File: src/rtl/gnfe_pkg.sv
`default_nettype none
// ---------------------------------------------------------------------------
// gnfe_pkg
// Shared types and constants for the generic NACK FCI encoder.
// ---------------------------------------------------------------------------
package gnfe_pkg;

   localparam int unsigned MAX_PAIRS  = 255;
   localparam int unsigned SEQ_W      = 16;
   localparam int unsigned MASK_W     = 16;
   localparam int unsigned LEN_W      = 9;
   localparam int unsigned CNT_W      = $clog2(MAX_PAIRS + 1);
   // RTCP length counts the pairs plus the header and the two SSRC words, less one
   localparam int unsigned LEN_EXTRA  = 2;
   // response queue: an item can push two words
   localparam int unsigned FIFO_DEPTH = 4;
   localparam int unsigned FIFO_AW    = $clog2(FIFO_DEPTH);
   localparam int unsigned FIFO_CW    = $clog2(FIFO_DEPTH + 1);
   localparam int unsigned PUSH_MAX   = 2;

   typedef struct packed {
      logic [SEQ_W-1:0] seq_num;
      logic             is_last;
   } req_type;

   typedef struct packed {
      logic [SEQ_W-1:0]  pid;
      logic [MASK_W-1:0] blp;
      logic              is_final;
      logic [LEN_W-1:0]  rtcp_length;
   } rsp_type;

   typedef struct packed {
      logic first;
      logic second;
   } push_type;

endpackage
`default_nettype wire

File: src/rtl/gnfe_rsp_fifo.sv
`default_nettype none
// ---------------------------------------------------------------------------
// gnfe_rsp_fifo
// Small response queue: takes up to two words a cycle, gives one while rsp_ready is high.
// ---------------------------------------------------------------------------
module gnfe_rsp_fifo (
   input  wire                           clock,
   input  wire                           reset,
   input  gnfe_pkg::push_type            push,
   input  gnfe_pkg::rsp_type             wr_data0,
   input  gnfe_pkg::rsp_type             wr_data1,
   output logic [gnfe_pkg::FIFO_CW-1:0]  level,
   output logic                          rsp_valid,
   input  wire                           rsp_ready,
   output gnfe_pkg::rsp_type             rsp_data
);

   gnfe_pkg::rsp_type                mem_ff [gnfe_pkg::FIFO_DEPTH];
   logic [gnfe_pkg::FIFO_AW-1:0]     wr_ptr_ff, wr_ptr_in;
   logic [gnfe_pkg::FIFO_AW-1:0]     rd_ptr_ff, rd_ptr_in;
   logic [gnfe_pkg::FIFO_CW-1:0]     count_ff, count_in;
   logic [gnfe_pkg::FIFO_AW-1:0]     wr_ptr_next;
   logic                             pop;
   logic [gnfe_pkg::FIFO_CW-1:0]     n_push;

   assign pop         = (count_ff != '0) && rsp_ready;
   assign wr_ptr_next = wr_ptr_ff + gnfe_pkg::FIFO_AW'(1);
   assign n_push      = gnfe_pkg::FIFO_CW'(push.first) + gnfe_pkg::FIFO_CW'(push.second);

   always_comb begin
      wr_ptr_in = wr_ptr_ff + gnfe_pkg::FIFO_AW'(n_push);
      rd_ptr_in = rd_ptr_ff + gnfe_pkg::FIFO_AW'(pop);
      count_in  = count_ff + n_push - gnfe_pkg::FIFO_CW'(pop);
   end

   always_ff @(posedge clock) begin
      if (reset) begin
         wr_ptr_ff <= '0;
         rd_ptr_ff <= '0;
         count_ff  <= '0;
      end else begin
         wr_ptr_ff <= wr_ptr_in;
         rd_ptr_ff <= rd_ptr_in;
         count_ff  <= count_in;
      end
   end

   // second word only ever follows a first one
   always_ff @(posedge clock) begin
      if (push.first) begin
         mem_ff[wr_ptr_ff] <= wr_data0;
      end
      if (push.second) begin
         mem_ff[wr_ptr_next] <= wr_data1;
      end
   end

   assign level     = count_ff;
   assign rsp_valid = (count_ff != '0);
   assign rsp_data  = mem_ff[rd_ptr_ff];

endmodule
`default_nettype wire

File: src/rtl/generic_nack_fci_encoder_top.sv
`default_nettype none
// ---------------------------------------------------------------------------
// generic_nack_fci_encoder_top
// Packs ascending lost RTP sequence numbers into RTCP generic NACK pairs.
// ---------------------------------------------------------------------------
// One lost sequence number is taken per word on the req channel, and the
// block can take one every cycle. Each accepted word is compared against the
// open pair in the same cycle and yields zero, one or two result words (a
// closed pair, then the final pair when is_last is set), which go into a
// four-word response queue. req_ready is high while the queue has room for
// two words, so the input side stalls only when the rsp side is held off;
// the rsp side drains one word per cycle while rsp_ready is high; rsp_valid
// comes from the registered queue count. The word marked is_last flushes the
// open pair with the RTCP length field and returns the pair state to reset.
// ---------------------------------------------------------------------------
module generic_nack_fci_encoder_top (
   input  wire                  clock,
   input  wire                  reset,
   input  wire                  req_valid,
   output logic                 req_ready,
   input  gnfe_pkg::req_type    req_data,
   output logic                 rsp_valid,
   input  wire                  rsp_ready,
   output gnfe_pkg::rsp_type    rsp_data
);

   logic                           pair_open_ff, pair_open_in;
   logic [gnfe_pkg::SEQ_W-1:0]     open_pid_ff, open_pid_in;
   logic [gnfe_pkg::MASK_W-1:0]    open_mask_ff, open_mask_in;
   logic [gnfe_pkg::CNT_W-1:0]     pair_count_ff, pair_count_in;

   logic                           accept;
   logic [gnfe_pkg::SEQ_W:0]       diff;
   logic [3:0]                     bit_idx;
   logic                           is_near;
   logic                           room;
   logic                           close_pair;
   logic [gnfe_pkg::SEQ_W-1:0]     upd_pid;
   logic [gnfe_pkg::MASK_W-1:0]    upd_mask;
   logic [gnfe_pkg::CNT_W-1:0]     upd_count;
   gnfe_pkg::rsp_type              closed_word;
   gnfe_pkg::rsp_type              final_word;
   gnfe_pkg::rsp_type              wr_data0;
   gnfe_pkg::push_type             push;
   logic [gnfe_pkg::FIFO_CW-1:0]   level;

   assign req_ready = (level <= gnfe_pkg::FIFO_CW'(gnfe_pkg::FIFO_DEPTH - gnfe_pkg::PUSH_MAX));
   assign accept    = req_valid && req_ready;

   always_comb begin
      diff       = {1'b0, req_data.seq_num} - {1'b0, open_pid_ff};
      bit_idx    = 4'(diff[4:0] - 5'd1);
      is_near    = (req_data.seq_num > open_pid_ff) && (diff <= 17'd16);
      room       = (pair_count_ff < gnfe_pkg::CNT_W'(gnfe_pkg::MAX_PAIRS));
      close_pair = pair_open_ff && !is_near && room;

      upd_pid   = open_pid_ff;
      upd_mask  = open_mask_ff;
      upd_count = pair_count_ff;
      if (!pair_open_ff) begin
         upd_pid   = req_data.seq_num;
         upd_mask  = '0;
         upd_count = gnfe_pkg::CNT_W'(1);
      end else if (is_near) begin
         upd_mask = open_mask_ff | (gnfe_pkg::MASK_W'(1) << bit_idx);
      end else if (room) begin
         upd_pid   = req_data.seq_num;
         upd_mask  = '0;
         upd_count = pair_count_ff + gnfe_pkg::CNT_W'(1);
      end
      // at the pair limit a far entry is dropped and the open pair kept

      closed_word.pid         = open_pid_ff;
      closed_word.blp         = open_mask_ff;
      closed_word.is_final    = 1'b0;
      closed_word.rtcp_length = '0;

      final_word.pid         = upd_pid;
      final_word.blp         = upd_mask;
      final_word.is_final    = 1'b1;
      final_word.rtcp_length = gnfe_pkg::LEN_W'(32'(upd_count) + 32'(gnfe_pkg::LEN_EXTRA));

      wr_data0    = close_pair ? closed_word : final_word;
      push.first  = accept && (close_pair || req_data.is_last);
      push.second = accept && close_pair && req_data.is_last;

      pair_open_in  = pair_open_ff;
      open_pid_in   = open_pid_ff;
      open_mask_in  = open_mask_ff;
      pair_count_in = pair_count_ff;
      if (accept) begin
         if (req_data.is_last) begin
            pair_open_in  = 1'b0;
            open_pid_in   = '0;
            open_mask_in  = '0;
            pair_count_in = '0;
         end else begin
            pair_open_in  = 1'b1;
            open_pid_in   = upd_pid;
            open_mask_in  = upd_mask;
            pair_count_in = upd_count;
         end
      end
   end

   always_ff @(posedge clock) begin
      if (reset) begin
         pair_open_ff  <= 1'b0;
         open_pid_ff   <= '0;
         open_mask_ff  <= '0;
         pair_count_ff <= '0;
      end else begin
         pair_open_ff  <= pair_open_in;
         open_pid_ff   <= open_pid_in;
         open_mask_ff  <= open_mask_in;
         pair_count_ff <= pair_count_in;
      end
   end

   gnfe_rsp_fifo u_rsp_fifo (
      .clock     (clock),
      .reset     (reset),
      .push      (push),
      .wr_data0  (wr_data0),
      .wr_data1  (final_word),
      .level     (level),
      .rsp_valid (rsp_valid),
      .rsp_ready (rsp_ready),
      .rsp_data  (rsp_data)
   );

   a_level_bound : assert property (@(posedge clock) disable iff (reset)
      level <= gnfe_pkg::FIFO_CW'(gnfe_pkg::FIFO_DEPTH))
      else $error("response queue overfilled");

   a_last_clears : assert property (@(posedge clock) disable iff (reset)
      (accept && req_data.is_last) |=> (!pair_open_ff && (pair_count_ff == '0)))
      else $error("pair state not cleared after last word");

   a_count_bound : assert property (@(posedge clock) disable iff (reset)
      pair_count_ff <= gnfe_pkg::CNT_W'(gnfe_pkg::MAX_PAIRS))
      else $error("pair count beyond limit");

   a_open_count : assert property (@(posedge clock) disable iff (reset)
      pair_open_ff == (pair_count_ff != '0))
      else $error("open flag and pair count disagree");

endmodule
`default_nettype wire

File: config.mk
export PLATFORM = sky130hd
export DESIGN_NAME = generic_nack_fci_encoder_top
export DESIGN_NICKNAME = d
export VERILOG_FILES = /design/src/rtl/gnfe_pkg.sv /design/src/rtl/gnfe_rsp_fifo.sv /design/src/rtl/generic_nack_fci_encoder_top.sv
export SDC_FILE = /design/constraint.sdc
export NUM_CORES = 1
export LEC_CHECK = 0
export BUFFER_PORTS_ARGS = -buffer_cell sky130_fd_sc_hd__buf_2
export CAP_MARGIN = 30
export CORE_MARGIN = 2
export CORE_UTILIZATION = 30
export DETAILED_ROUTE_END_ITERATION = 8
export PLACE_DENSITY_LB_ADDON = 0.05
export SETUP_SLACK_MARGIN = 0.3
export SLEW_MARGIN = 20
export SYNTH_ARGS = -nofsm -noshare
export SYNTH_HDL_FRONTEND = slang
export SYNTH_SLANG_ARGS = --single-unit
export TNS_END_PERCENT = 10
File: constraint.sdc
create_clock -name clock -period 5.7 [get_ports clock]
set_input_delay 1.14 -clock clock [delete_from_list [all_inputs] [get_ports clock]]
set_output_delay 1.14 -clock clock [all_outputs]
set_load 0.02 [all_outputs]
* Word level (Yosys, flattened, before mapping)
Memory sizes are Yosys's and may differ from the RTL's. A register that Yosys moved wholly into a read port is not among the register bits. Index checks and enable logic that the tools add are counted.
Cells by class: add/sub/neg operators 10, $lt $le $gt $ge 4, shifts and indexed selects 1, multiplexer cells 19, bitwise gates (word level) 1, reduce and logical (&&, ||, !) cells 11
Operator list (count):
- 16-bit two-way mux | 8
- 42-bit two-way mux | 1
- 8-bit two-way mux | 4
- 17-bit by 5-bit less-or-equal comparator with 1-bit output, second input constant | 1
- 16-bit by 16-bit subtractor with 17-bit output | 1
- 16-bit greater-than comparator | 1
- 16-bit OR | 1
- 1-bit by 4-bit left shift with 16-bit output, first input constant | 1
- 8-bit by 2-bit adder with 9-bit output, second input constant | 1
- 8-bit by 1-bit adder with 8-bit output, second input constant | 1
- 1-bit logical AND | 8
- 8-bit less-than comparator, second input constant | 1
- 1-bit two-way mux | 5
- 4-bit by 1-bit subtractor with 4-bit output, second input constant | 1
- 3-bit adder | 1
- 3-bit by 2-bit less-or-equal comparator with 1-bit output, second input constant | 1
- 3-bit nonzero test | 1
- 3-bit by 1-bit subtractor with 3-bit output | 1
- 1-bit by 1-bit adder with 2-bit output | 1
- 2-bit by 1-bit adder with 2-bit output | 1
- 2-bit by 1-bit adder with 2-bit output, second input constant | 1
- 2-bit adder | 1
- 2-bit two-way mux | 1
- 1-bit zero test | 1
- 1-bit logical OR | 1
Storage, ports and cells: flip-flop bits (word level) 48, bits in writable memories 168, memories kept 1
Memories:
- u_rsp_fifo.mem_ff | depth 4, bits a word 42, read ports 1, clocked after Yosys merged registers in 1, write ports 2, RTL line gnfe_rsp_fifo.sv:18 | gnfe_pkg::rsp_type mem_ff [gnfe_pkg::FIFO_DEPTH];

* Longest topological paths before layout
Gate-level depths: netlist of run 1.
word-level depth 11, mapped depth 21, gate-level depth less buffers 19

* Hierarchy
Synthesis of run 1 repeated with hierarchy kept, for this count alone.
Second synthesis, totals: cells, all modules 955, area, all modules 12234.2 µm²
By module, submodules not included:
- gnfe_rsp_fifo | times used 1, cells each 450, area an instance 8528.2 µm², seq. area each 5185.0 µm²
- generic_nack_fci_encoder_top | times used 1, cells each 505, area an instance 3706.1 µm², seq. area each 820.8 µm²

* Worst setup path before layout of run 1
Ideal clock, no wire load.
path kind input-to-reg, from input req_data[1] in the netlist's numbering, to memory u_rsp_fifo.mem_ff[0][7] in the netlist's numbering, data pin, arrival time 5143 ps, required time 5440 ps, path slack 297 ps, stages on the path 18, buffers on the path 1, path through inv_1 -> ha_1 -> fa_1 -> nand2b_1 -> a21oi_1 -> mux2i_1 -> o311ai_0 -> or4_4 -> or4_1 -> buf_4 -> o21ai_4 -> o21ai_0 -> nor2_1 -> ha_1 -> and2_1 -> o221ai_2 -> nor4_4 -> mux2_4
RTL lines:
- start, declared | RTL line generic_nack_fci_encoder_top.sv:21 | input gnfe_pkg::req_type req_data,
- end, declared | RTL line gnfe_rsp_fifo.sv:18

==> flow_summary.yaml, run 1 <==
timing:
  min_period_ns: 5.09
  finalSetupViolations: 0
  fmax_ghz: 0.197
  tightest_slew_ns: 0.975
  fin_skew_ns: 0.0255
  max-slew-margin-rel_pct: 34.8
  fin_tns_setup_ns: 0
  rsz0062_at_grt: "false"
  hold_violations: 0
  maxSlewViolCount: 0
  fin_crit_sh_pct: 89.3
critical_path:
  critPathKind: "in -> reg"
  worst_setup_path_end_kind: "flop"
  crit_required_ns: 6.00
  worstSetupStartpointType: "input port"
  crit_fanout: 7
  cp.arrival_ns: 5.39
yosys:
  yosys.area_share.simple_pct: 15.3
  syn_avg_cell_area_sq_um: 10.8
  async_flop_share_pct: 0
  synth_top_family_by_area: "compound AO/OA/AOI/OAI gates"
  synthCells: 1119
  synth_fp_nets: 1168
  synth_fa_ha_area_share_pct: 3.12
  netlist_area_sq_mm: 0.0120
  synth-seq-area-share_pct: 49.5
  synth_cell_types: 82
  synth-xor-area-share_pct: 0.946
  synth_compound_area_share_pct: 17.1
  ys_ff_latch: 216
  ys.warnings.count: 0
  synth-edff-count: 164
  synth.area.mux_share_pct: 10.4
  synth_top_flop_cell: "edfxtp_1"
clock_network:
  cts_sinks: 216
  htree_levels: 1
  cts_buffers: 26
  root_buffer: "clkbuf_16"
  cts-hold-fix-buffers: 0
  insertion_delay_ns: 0.57
  cts_tree: "yes"
  cts_resized: 0
  clk_pin_slew_ns: 0.06
  post_cts_buffers: 0
  cts_max_path_buffers: 3
route:
  vias_per_cell: 5.45
  drc: 0
  drt_iter0_drc: 734
  ant_nets: 0
  dr.pass1.iters: 7
  wl_per_cell_um: 22.8
  vias: 9519
  wirelength_um: 39800
power:
  p_clk_share_pct: 31.9
  p_per_area_mw_per_mm2: 374
  internal-power_mw: 3.48
  switching_share_pct: 34.5
  seqPwrFrac_pct: 37.5
  power.switching_mw: 1.84
  peakVddDrop_mv: 0.210
  combPwrFrac_pct: 30.6
  cellLeakagePower_nw: 4.68
  p_total_mw: 5.32
final_layout:
  nNetsFinal: 1251
  area_growth_pct: 18.0
  layout_common_cells: "164 x edfxtp_1, 119 x a21oi_1, 108 x nor2_1, 106 x nand3_1, 65 x buf_2"
  drive_above_1_share_pct: 21.0
  fill_cells: 4017
  finish.utilization_pct: 35.8
  final_common_cell: "edfxtp_1"
  diodes: 0
floorplan:
  io_pins: 65
  die_area_sq_mm: 0.0418
  die_h_um: 204
  rows: 73
  coreArea_sq_mm: 0.0396
  start_util_pct: 30.4
  fp.dieW_um: 204
flow_run:
  drv_cap: 0
place:
  dpl.hpwl_um: 26500
  gp_congestion: 0.895
  port_buffers: 64
global_routing:
  antenna_found_initial: 0
  overflow: 0
  grt_max_degree: 78
  grt_pass1_wl_um: 61000
  grt_pass1_vias: 9659
  grtUsageTotal_pct: 19.3
worst_hold_path:
  hp-class: "reg -> reg"
outcome:
  run_status: "complete, no violations"
[sequential cells by signal (all words and copies together), names as in the netlist]
signal,flops
open_mask_ff,16
pair_open_ff,1
u_rsp_fifo.rd_ptr_ff,2
u_rsp_fifo.wr_ptr_ff,2
u_rsp_fifo.level,3
open_pid_ff,16
u_rsp_fifo.mem_ff,168
pair_count_ff,8
[area by class of cell]
class,count,area (sq um),area share [%]
Multi-Input combinational cell,789,5670,39.9
Inverter,42,158,1.11
Sequential cell,216,5970,42.1
Tap cell,525,657,4.63
Clock inverter,14,156,1.10
Timing Repair Buffer,127,886,6.24
Clock buffer,34,701,4.93
[routing by layer]
metal  wire [um]  vias to the layer above  track usage, %
met5           0                        -               0
met4         929                        0            5.69
met3        1570                       52            1.93
met2       18800                      222            31.9
met1       18500                     4749            26.7
li1            -                     4496               -
[per-stage QoR]
| step | hold slack [ns] | setup slack [ns] | cell area, sq um | instances |
|---|---|---|---|---|
| final | 0.465 | 0.611 | 14200 | 1747 |
| after global routing | 0.483 | 0.438 | 14200 | 1747 |
| after CTS | 0.462 | 0.681 | 14200 | 1747 |
| after detailed placement | 0.453 | 0.128 | 13300 | 1699 |
| after global placement | 0.447 | 0.155 | 13300 | 1697 |
| after floorplan | 0.422 | 0.324 | 12100 | 1119 |
[power groups by stage]
stage / clock, mW / sequential, mW / combinational (mW)
after floorplan: 0 / 1.93 / 1.12
after detailed placement: 0 / 2.03 / 1.65
after global placement: 0 / 2.08 / 1.58
after global routing: 1.81 / 2.02 / 1.76
after CTS: 1.75 / 2.00 / 1.65
final: 1.70 / 1.99 / 1.62
[cell usage after synthesis (all sizes together), types with 10 or more instances]
cell type / n / area (sq um)
clkbuf: 48 / 180
buf: 24 / 110
xnor2: 11 / 96.3
nor2: 109 / 412
and3: 10 / 62.6
o21ai: 43 / 238
nand4: 16 / 100
nand3: 106 / 531
mux2i: 24 / 240
nor3: 13 / 65.1
ha: 26 / 325
a22oi: 18 / 135
mux4: 42 / 946
dfxtp: 52 / 1040
edfxtp: 164 / 4920
nand2: 56 / 210
a21oi: 121 / 606
a2bb2oi: 10 / 87.6
a31oi: 10 / 62.6
inv: 42 / 158
nor4: 10 / 92.6
a32o: 24 / 240
[worst paths after layout]
kind,from,to,slack [ns],cells after the start
setup / recovery,req_data[5],u_rsp_fifo.mem_ff[0][7],0.61,16
hold / removal,u_rsp_fifo.mem_ff[1][9],u_rsp_fifo.mem_ff[1][9],0.46,2
setup reg to reg,open_pid_ff[4],u_rsp_fifo.mem_ff[0][7],0.83,16
hold reg to reg,u_rsp_fifo.mem_ff[1][9],u_rsp_fifo.mem_ff[1][9],0.46,2
[cell families (layout without fill, tap and decap cells)]
kind of cell,count (synthesis),count (layout)
DFF,216,216
AOI/OAI and AO/OA,303,303
muxes,71,71
adders and majority gates,29,29
xor gates and xnor gates,13,13
and+or+nand+nor,373,373
buffers and inverters,114,217
[worst max-delay path, cell delays in order]
cell,delay [ns]
buf_2,0.14
ha_1,0.41
a211o_1,0.30
a31o_1,0.27
o211a_1,0.25
o21ai_0,0.32
mux2i_1,0.22
or4_1,0.71
o21ai_4,0.20
o21ai_1,0.09
nor2_1,0.17
ha_2,0.24
and2_1,0.15
o221ai_2,0.11
nor4_4,0.33
mux2_4,0.33
No activity file was read; power rests on OpenSTA's default activity.
==> run 2, diff against run 1 <==
- REMOVE_ABC_BUFFERS: default -> 1
==> run 2 against run 1 <==
  * Maximum frequency grew 1.5%
  * Largest cell class unchanged
  * Power about the same
  * Die area is the same
  * Clock-buffer cell count rose by 2
==> flow_summary.yaml, run 2 (synthesis results as in run 1) <==
floorplan:
  coreArea_sq_mm: 0.0396
  die_area_sq_mm: 0.0418
  die_h_um: 204
  fp.dieW_um: 204
  start_util_pct: 30.4
  io_pins: 65
  rows: 73
timing:
  max-slew-margin-rel_pct: 41.6
  hold_violations: 0
  fmax_ghz: 0.199
  min_period_ns: 5.01
  finalSetupViolations: 0
  fin_crit_sh_pct: 88.0
  rsz0062_at_grt: "false"
  tightest_slew_ns: 0.876
  fin_skew_ns: 0.0119
  hold_ws_ns: 0.454
  maxSlewViolCount: 0
place:
  port_buffers: 64
  dp_cells: 1701
  gp_congestion: 0.865
  dpl.hpwl_um: 26200
power:
  peakVddDrop_mv: 0.221
  p_per_area_mw_per_mm2: 375
  cellLeakagePower_nw: 4.69
  p_total_mw: 5.32
clock_network:
  post_cts_buffers: 0
  cts_tree: "yes"
  cts_max_path_buffers: 3
  cts_buffers: 26
  insertion_delay_ns: 0.56
  cts_resized: 0
  root_buffer: "clkbuf_16"
  clk_pin_slew_ns: 0.06
  htree_levels: 1
  cts_sinks: 216
  cts-hold-fix-buffers: 0
route:
  drt_iter0_drc: 759
  wirelength_um: 39900
  wl_per_cell_um: 22.8
  ant_nets: 0
  vias_per_cell: 5.50
  dr.pass1.iters: 5
  drc: 0
  vias: 9615
final_layout:
  reg_top3: "u_rsp_fifo.mem_ff (168), open_mask_ff (16), open_pid_ff (16)"
  final_common_cell: "edfxtp_1"
  finish.utilization_pct: 35.8
  fill_cells: 4056
  nNetsFinal: 1253
  largest_reg_flops: 168
  area_growth_pct: 17.9
  layout_common_cells: "164 x edfxtp_1, 121 x a21oi_1, 108 x nor2_1, 106 x nand3_1, 64 x buf_2"
  fin_cells: 1749
  diodes: 0
  drive_above_1_share_pct: 20.7
  largest_register: "u_rsp_fifo.mem_ff"
critical_path:
  critPathKind: "in -> reg"
  worstSetupStartpointType: "input port"
  cpPeakStageDelay_ns: 0.63
  r2r-end: "u_rsp_fifo.mem_ff[0][7]"
  rrSetupSlack_ns: 1.03
  cp_cell_sequence: "buf_2 -> inv_1 -> ha_1 -> fa_1 -> nand2b_1 -> a21oi_1 -> mux2i_1 -> o311ai_0 -> or4_4 -> or4_1 -> o21ai_2 -> nor2_1 -> ha_1 -> inv_1 -> ha_1 -> fa_1 -> xnor2_1 -> xnor2_1 -> nor2_1"
  worst_setup_path_end_kind: "flop"
  crit_required_ns: 6.13
  cp.arrival_ns: 5.45
  crit_fanout: 3
  cpMostUsedCell: "ha_1"
  r2r_cells: 17
  critPathSlowestCell: "or4_1"
  reg2reg_from: "open_pid_ff[5]"
worst_hold_path:
  min_to: "u_rsp_fifo.mem_ff[0][9]"
  min-delay-start: "u_rsp_fifo.mem_ff[0][9]"
  holdPathStages: 1
  hp-class: "reg -> reg"
global_routing:
  overflow: 0
  antenna_found_initial: 0
  grtUsageTotal_pct: 19.3
  grt_pass1_wl_um: 61000
  grt_pass1_vias: 9692
  grt_max_degree: 78
flow_run:
  drv_cap: 0
outcome:
  run_status: "complete, no violations"
-- run 2: worst max path at each step --
stage | start | end
4_1_cts | req_data[1] | u_rsp_fifo.level[2]
5_1_grt | req_data[1] | u_rsp_fifo.level[2]
2_1_floorplan | req_data[6] | u_rsp_fifo.mem_ff[1][0]
3_5_place_dp | req_data[1] | u_rsp_fifo.level[2]
3_3_place_gp | req_data[1] | u_rsp_fifo.level[2]
6_report | req_data[1] | u_rsp_fifo.level[2]
-- run 2: cell type report --
class                           count  area, sq um  area share [%]
Clock buffer                       36          728            5.13
Inverter                           42          158            1.11
Tap cell                          525          657            4.63
Timing Repair Buffer              129          896            6.31
Clock inverter                     12          146            1.03
Sequential cell                   216         5970            42.1
Multi-Input combinational cell    789         5640            39.7
-- run 2: power by group --
part	internal, mW	total, mW	switching, mW
sequential	1.86	2.01	0.152
combinational	0.616	1.60	0.980
clock	1.03	1.71	0.689
-- run 2: routing by layer --
metal  GRT usage, %  up-vias  share of wire, %
met3           2.92       64               4.7
met4           5.28        0               2.8
met2           32.8      242                48
li1               -     4493                 -
met1           25.4     4816                44
met5              0        -                 0
-- run 2: critical path: cells and delay by family --
| kind | cells | cell delay, ns |
|---|---|---|
| buffers and inverters | 3 | 0.21 |
| AND/OR/NAND/NOR | 5 | 1.41 |
| adder cells (fa/ha/maj) | 5 | 1.52 |
| multiplexers | 1 | 0.28 |
| AO/OA/AOI/OAI | 3 | 0.58 |
| XOR/XNOR | 2 | 0.31 |
-- run 2: stage by stage --
step / setup slack (ns) / setup TNS, ns / instance area, sq um
2_1_floorplan: -2.44 / -552.72 / 11800
3_3_place_gp: 0.146 / 0 / 13300
3_5_place_dp: 0.0869 / 0 / 13300
4_1_cts: 0.687 / 0 / 14200
5_1_grt: 0.415 / 0 / 14200
6_report: 0.686 / 0 / 14200
==> run 3, diff against run 2 <==
==> constraint.sdc (replaced) <==
create_clock -name clock -period 5.7 [get_ports clock]
set_input_delay 1.425 -clock clock [delete_from_list [all_inputs] [get_ports clock]]
set_output_delay 1.425 -clock clock [all_outputs]
set_load 0.02 [all_outputs]
==> run 3 against run 2 <==
  * Cell count increased by 2.5%
  * Via count up 0.21%
  * Flip-flop and latch count is the same
  * Die area unchanged
  * Largest cell class unchanged
==> flow_summary.yaml, run 3 (synthesis results as in run 1) <==
global_routing:
  grt_pass1_vias: 9826
  grt_max_degree: 78
  grtUsageTotal_pct: 19.0
  grt_pass1_wl_um: 60300
  overflow: 0
  antenna_found_initial: 0
critical_path:
  worstSetupStartpointType: "input port"
  crit_required_ns: 5.99
  worst_setup_path_end_kind: "flop"
  critPathSlowestCell: "fa_1"
  cpPeakStageDelay_ns: 0.37
  cp_cell_sequence: "buf_2 -> inv_1 -> ha_2 -> fa_1 -> nand2b_1 -> buf_4 -> a211oi_4 -> mux2i_1 -> and4_1 -> nand3_1 -> buf_4 -> nor4_4 -> buf_4 -> a21boi_1 -> mux2_2 -> and2_4 -> ha_2 -> and2_1 -> o221ai_2 -> nor4_4 -> mux2_4"
  crit_fanout: 3
  rrSetupSlack_ns: 1.11
  critPathKind: "in -> reg"
  cp.arrival_ns: 5.47
  cpMostUsedCell: "buf_4"
power:
  p_total_mw: 5.35
  internal-power_mw: 3.52
  power.switching_mw: 1.82
  p_per_area_mw_per_mm2: 366
  peakVddDrop_mv: 0.195
  p_clk_share_pct: 31.5
  combPwrFrac_pct: 31.4
  switching_share_pct: 34.1
  seqPwrFrac_pct: 37.1
  cellLeakagePower_nw: 4.90
route:
  drt_iter0_drc: 683
  drc: 0
  dr.pass1.iters: 5
  wl_per_cell_um: 21.9
  vias: 9635
  vias_per_cell: 5.37
  ant_nets: 0
  wirelength_um: 39300
place:
  port_buffers: 64
  gp_congestion: 0.837
  dp_slack_ns: -0.138
  dpl.hpwl_um: 27300
timing:
  min_period_ns: 5.18
  max-slew-margin-rel_pct: 38.4
  hold_violations: 0
  fin_skew_ns: 0.0229
  fmax_ghz: 0.193
  fin_crit_sh_pct: 90.8
  setup_ws_ns: 0.522
  tightest_slew_ns: 0.920
  maxSlewViolCount: 0
  rsz0062_at_grt: "false"
  finalSetupViolations: 0
final_layout:
  final_common_cell: "edfxtp_1"
  layout_common_cells: "164 x edfxtp_1, 119 x a21oi_1, 108 x nor2_1, 106 x nand3_1, 95 x buf_4"
  largest_register: "u_rsp_fifo.mem_ff"
  nNetsFinal: 1296
  diodes: 0
  drive_above_1_share_pct: 23.5
  reg_top3: "u_rsp_fifo.mem_ff (168), open_mask_ff (16), open_pid_ff (16)"
  area_growth_pct: 21.1
  largest_reg_flops: 168
floorplan:
  io_pins: 65
  die_area_sq_mm: 0.0418
  start_util_pct: 30.4
  fp.dieW_um: 204
  coreArea_sq_mm: 0.0396
  die_h_um: 204
  rows: 73
outcome:
  run_status: "complete, no violations"
clock_network:
  root_buffer: "clkbuf_16"
  cts_sinks: 216
  cts_max_path_buffers: 3
  htree_levels: 1
  insertion_delay_ns: 0.56
  clk_pin_slew_ns: 0.05
  cts_tree: "yes"
  cts_buffers: 27
flow_run:
  drv_cap: 0
worst_hold_path:
  hp-class: "reg -> reg"
## run 3: cell count changes in the layout (fill, tap and decap cells not counted), sizes merged
cell / before / now
inv: 42 / 43
buf: 129 / 171
clkinv: 8 / 13
clkinvlp: 1 / 0
clkbuf: 36 / 33
## run 3: per-layer routing
metal  track usage, %  vias to the layer above  share of wire, %
li1                 -                     4578                 -
met1             25.3                     4793                45
met2             33.2                      223                49
met3             2.15                       41               4.0
met4             3.78                        0               1.4
met5                0                        -                 0
## run 3: worst paths after layout
path                                              start                 endpoint  cells past startpoint
worst max-delay path                        req_data[1]  u_rsp_fifo.mem_ff[0][7]                     21
worst min-delay path            u_rsp_fifo.mem_ff[0][9]  u_rsp_fifo.mem_ff[0][9]                      1
worst max register to register           open_pid_ff[5]  u_rsp_fifo.mem_ff[0][7]                     18
worst min register to register  u_rsp_fifo.mem_ff[0][9]  u_rsp_fifo.mem_ff[0][9]                      1
## run 3: power groups by stage
stage / Clock (mW) / Sequential [mW] / Combinational (mW)
6_report: 1.68 / 1.98 / 1.68
5_1_grt: 1.80 / 2.01 / 1.83
3_3_place_gp: 0 / 2.06 / 1.64
4_1_cts: 1.73 / 1.99 / 1.70
2_1_floorplan: 0 / 2.02 / 0.987
3_5_place_dp: 0 / 2.02 / 1.70
## run 3: final cells by class
cell class	count	area, sq um
fill	3992	25100
sequential	216	5970
multi-input combinational	789	5670
timing repair buffer	171	1270
clock buffer	33	698
tap	525	657
clock inverter	17	158
inverter	42	158
## run 3: timing repair
action,4_1_cts,5_1_grt
setup endpoints to repair,0,18
gates resized for setup,0,11
hold buffers,0,0
buffers inserted,0,1
## run 3: critical path, delay by kind of cell
kind                     cells  cell delay [ns]
AND/OR/NAND/NOR              7             1.40
buffers and inverters        5             0.68
adder cells (fa/ha/maj)      3             0.75
multiplexers                 3             0.80
AO/OA/AOI/OAI                3             0.41
## run 3: stage by stage
stage	cell area (sq um)	hold WS, ns	TNS [ns]	util [%]	instances
2_1_floorplan	11800	0.422	-643.63	-	1047
3_3_place_gp	13700	0.433	-0.168	34.5	1741
3_5_place_dp	13700	0.440	-1.34	34.5	1742
4_1_cts	14500	0.452	0	36.7	1792
5_1_grt	14600	0.470	0	36.8	1793
6_report	14600	0.451	0	36.8	1793
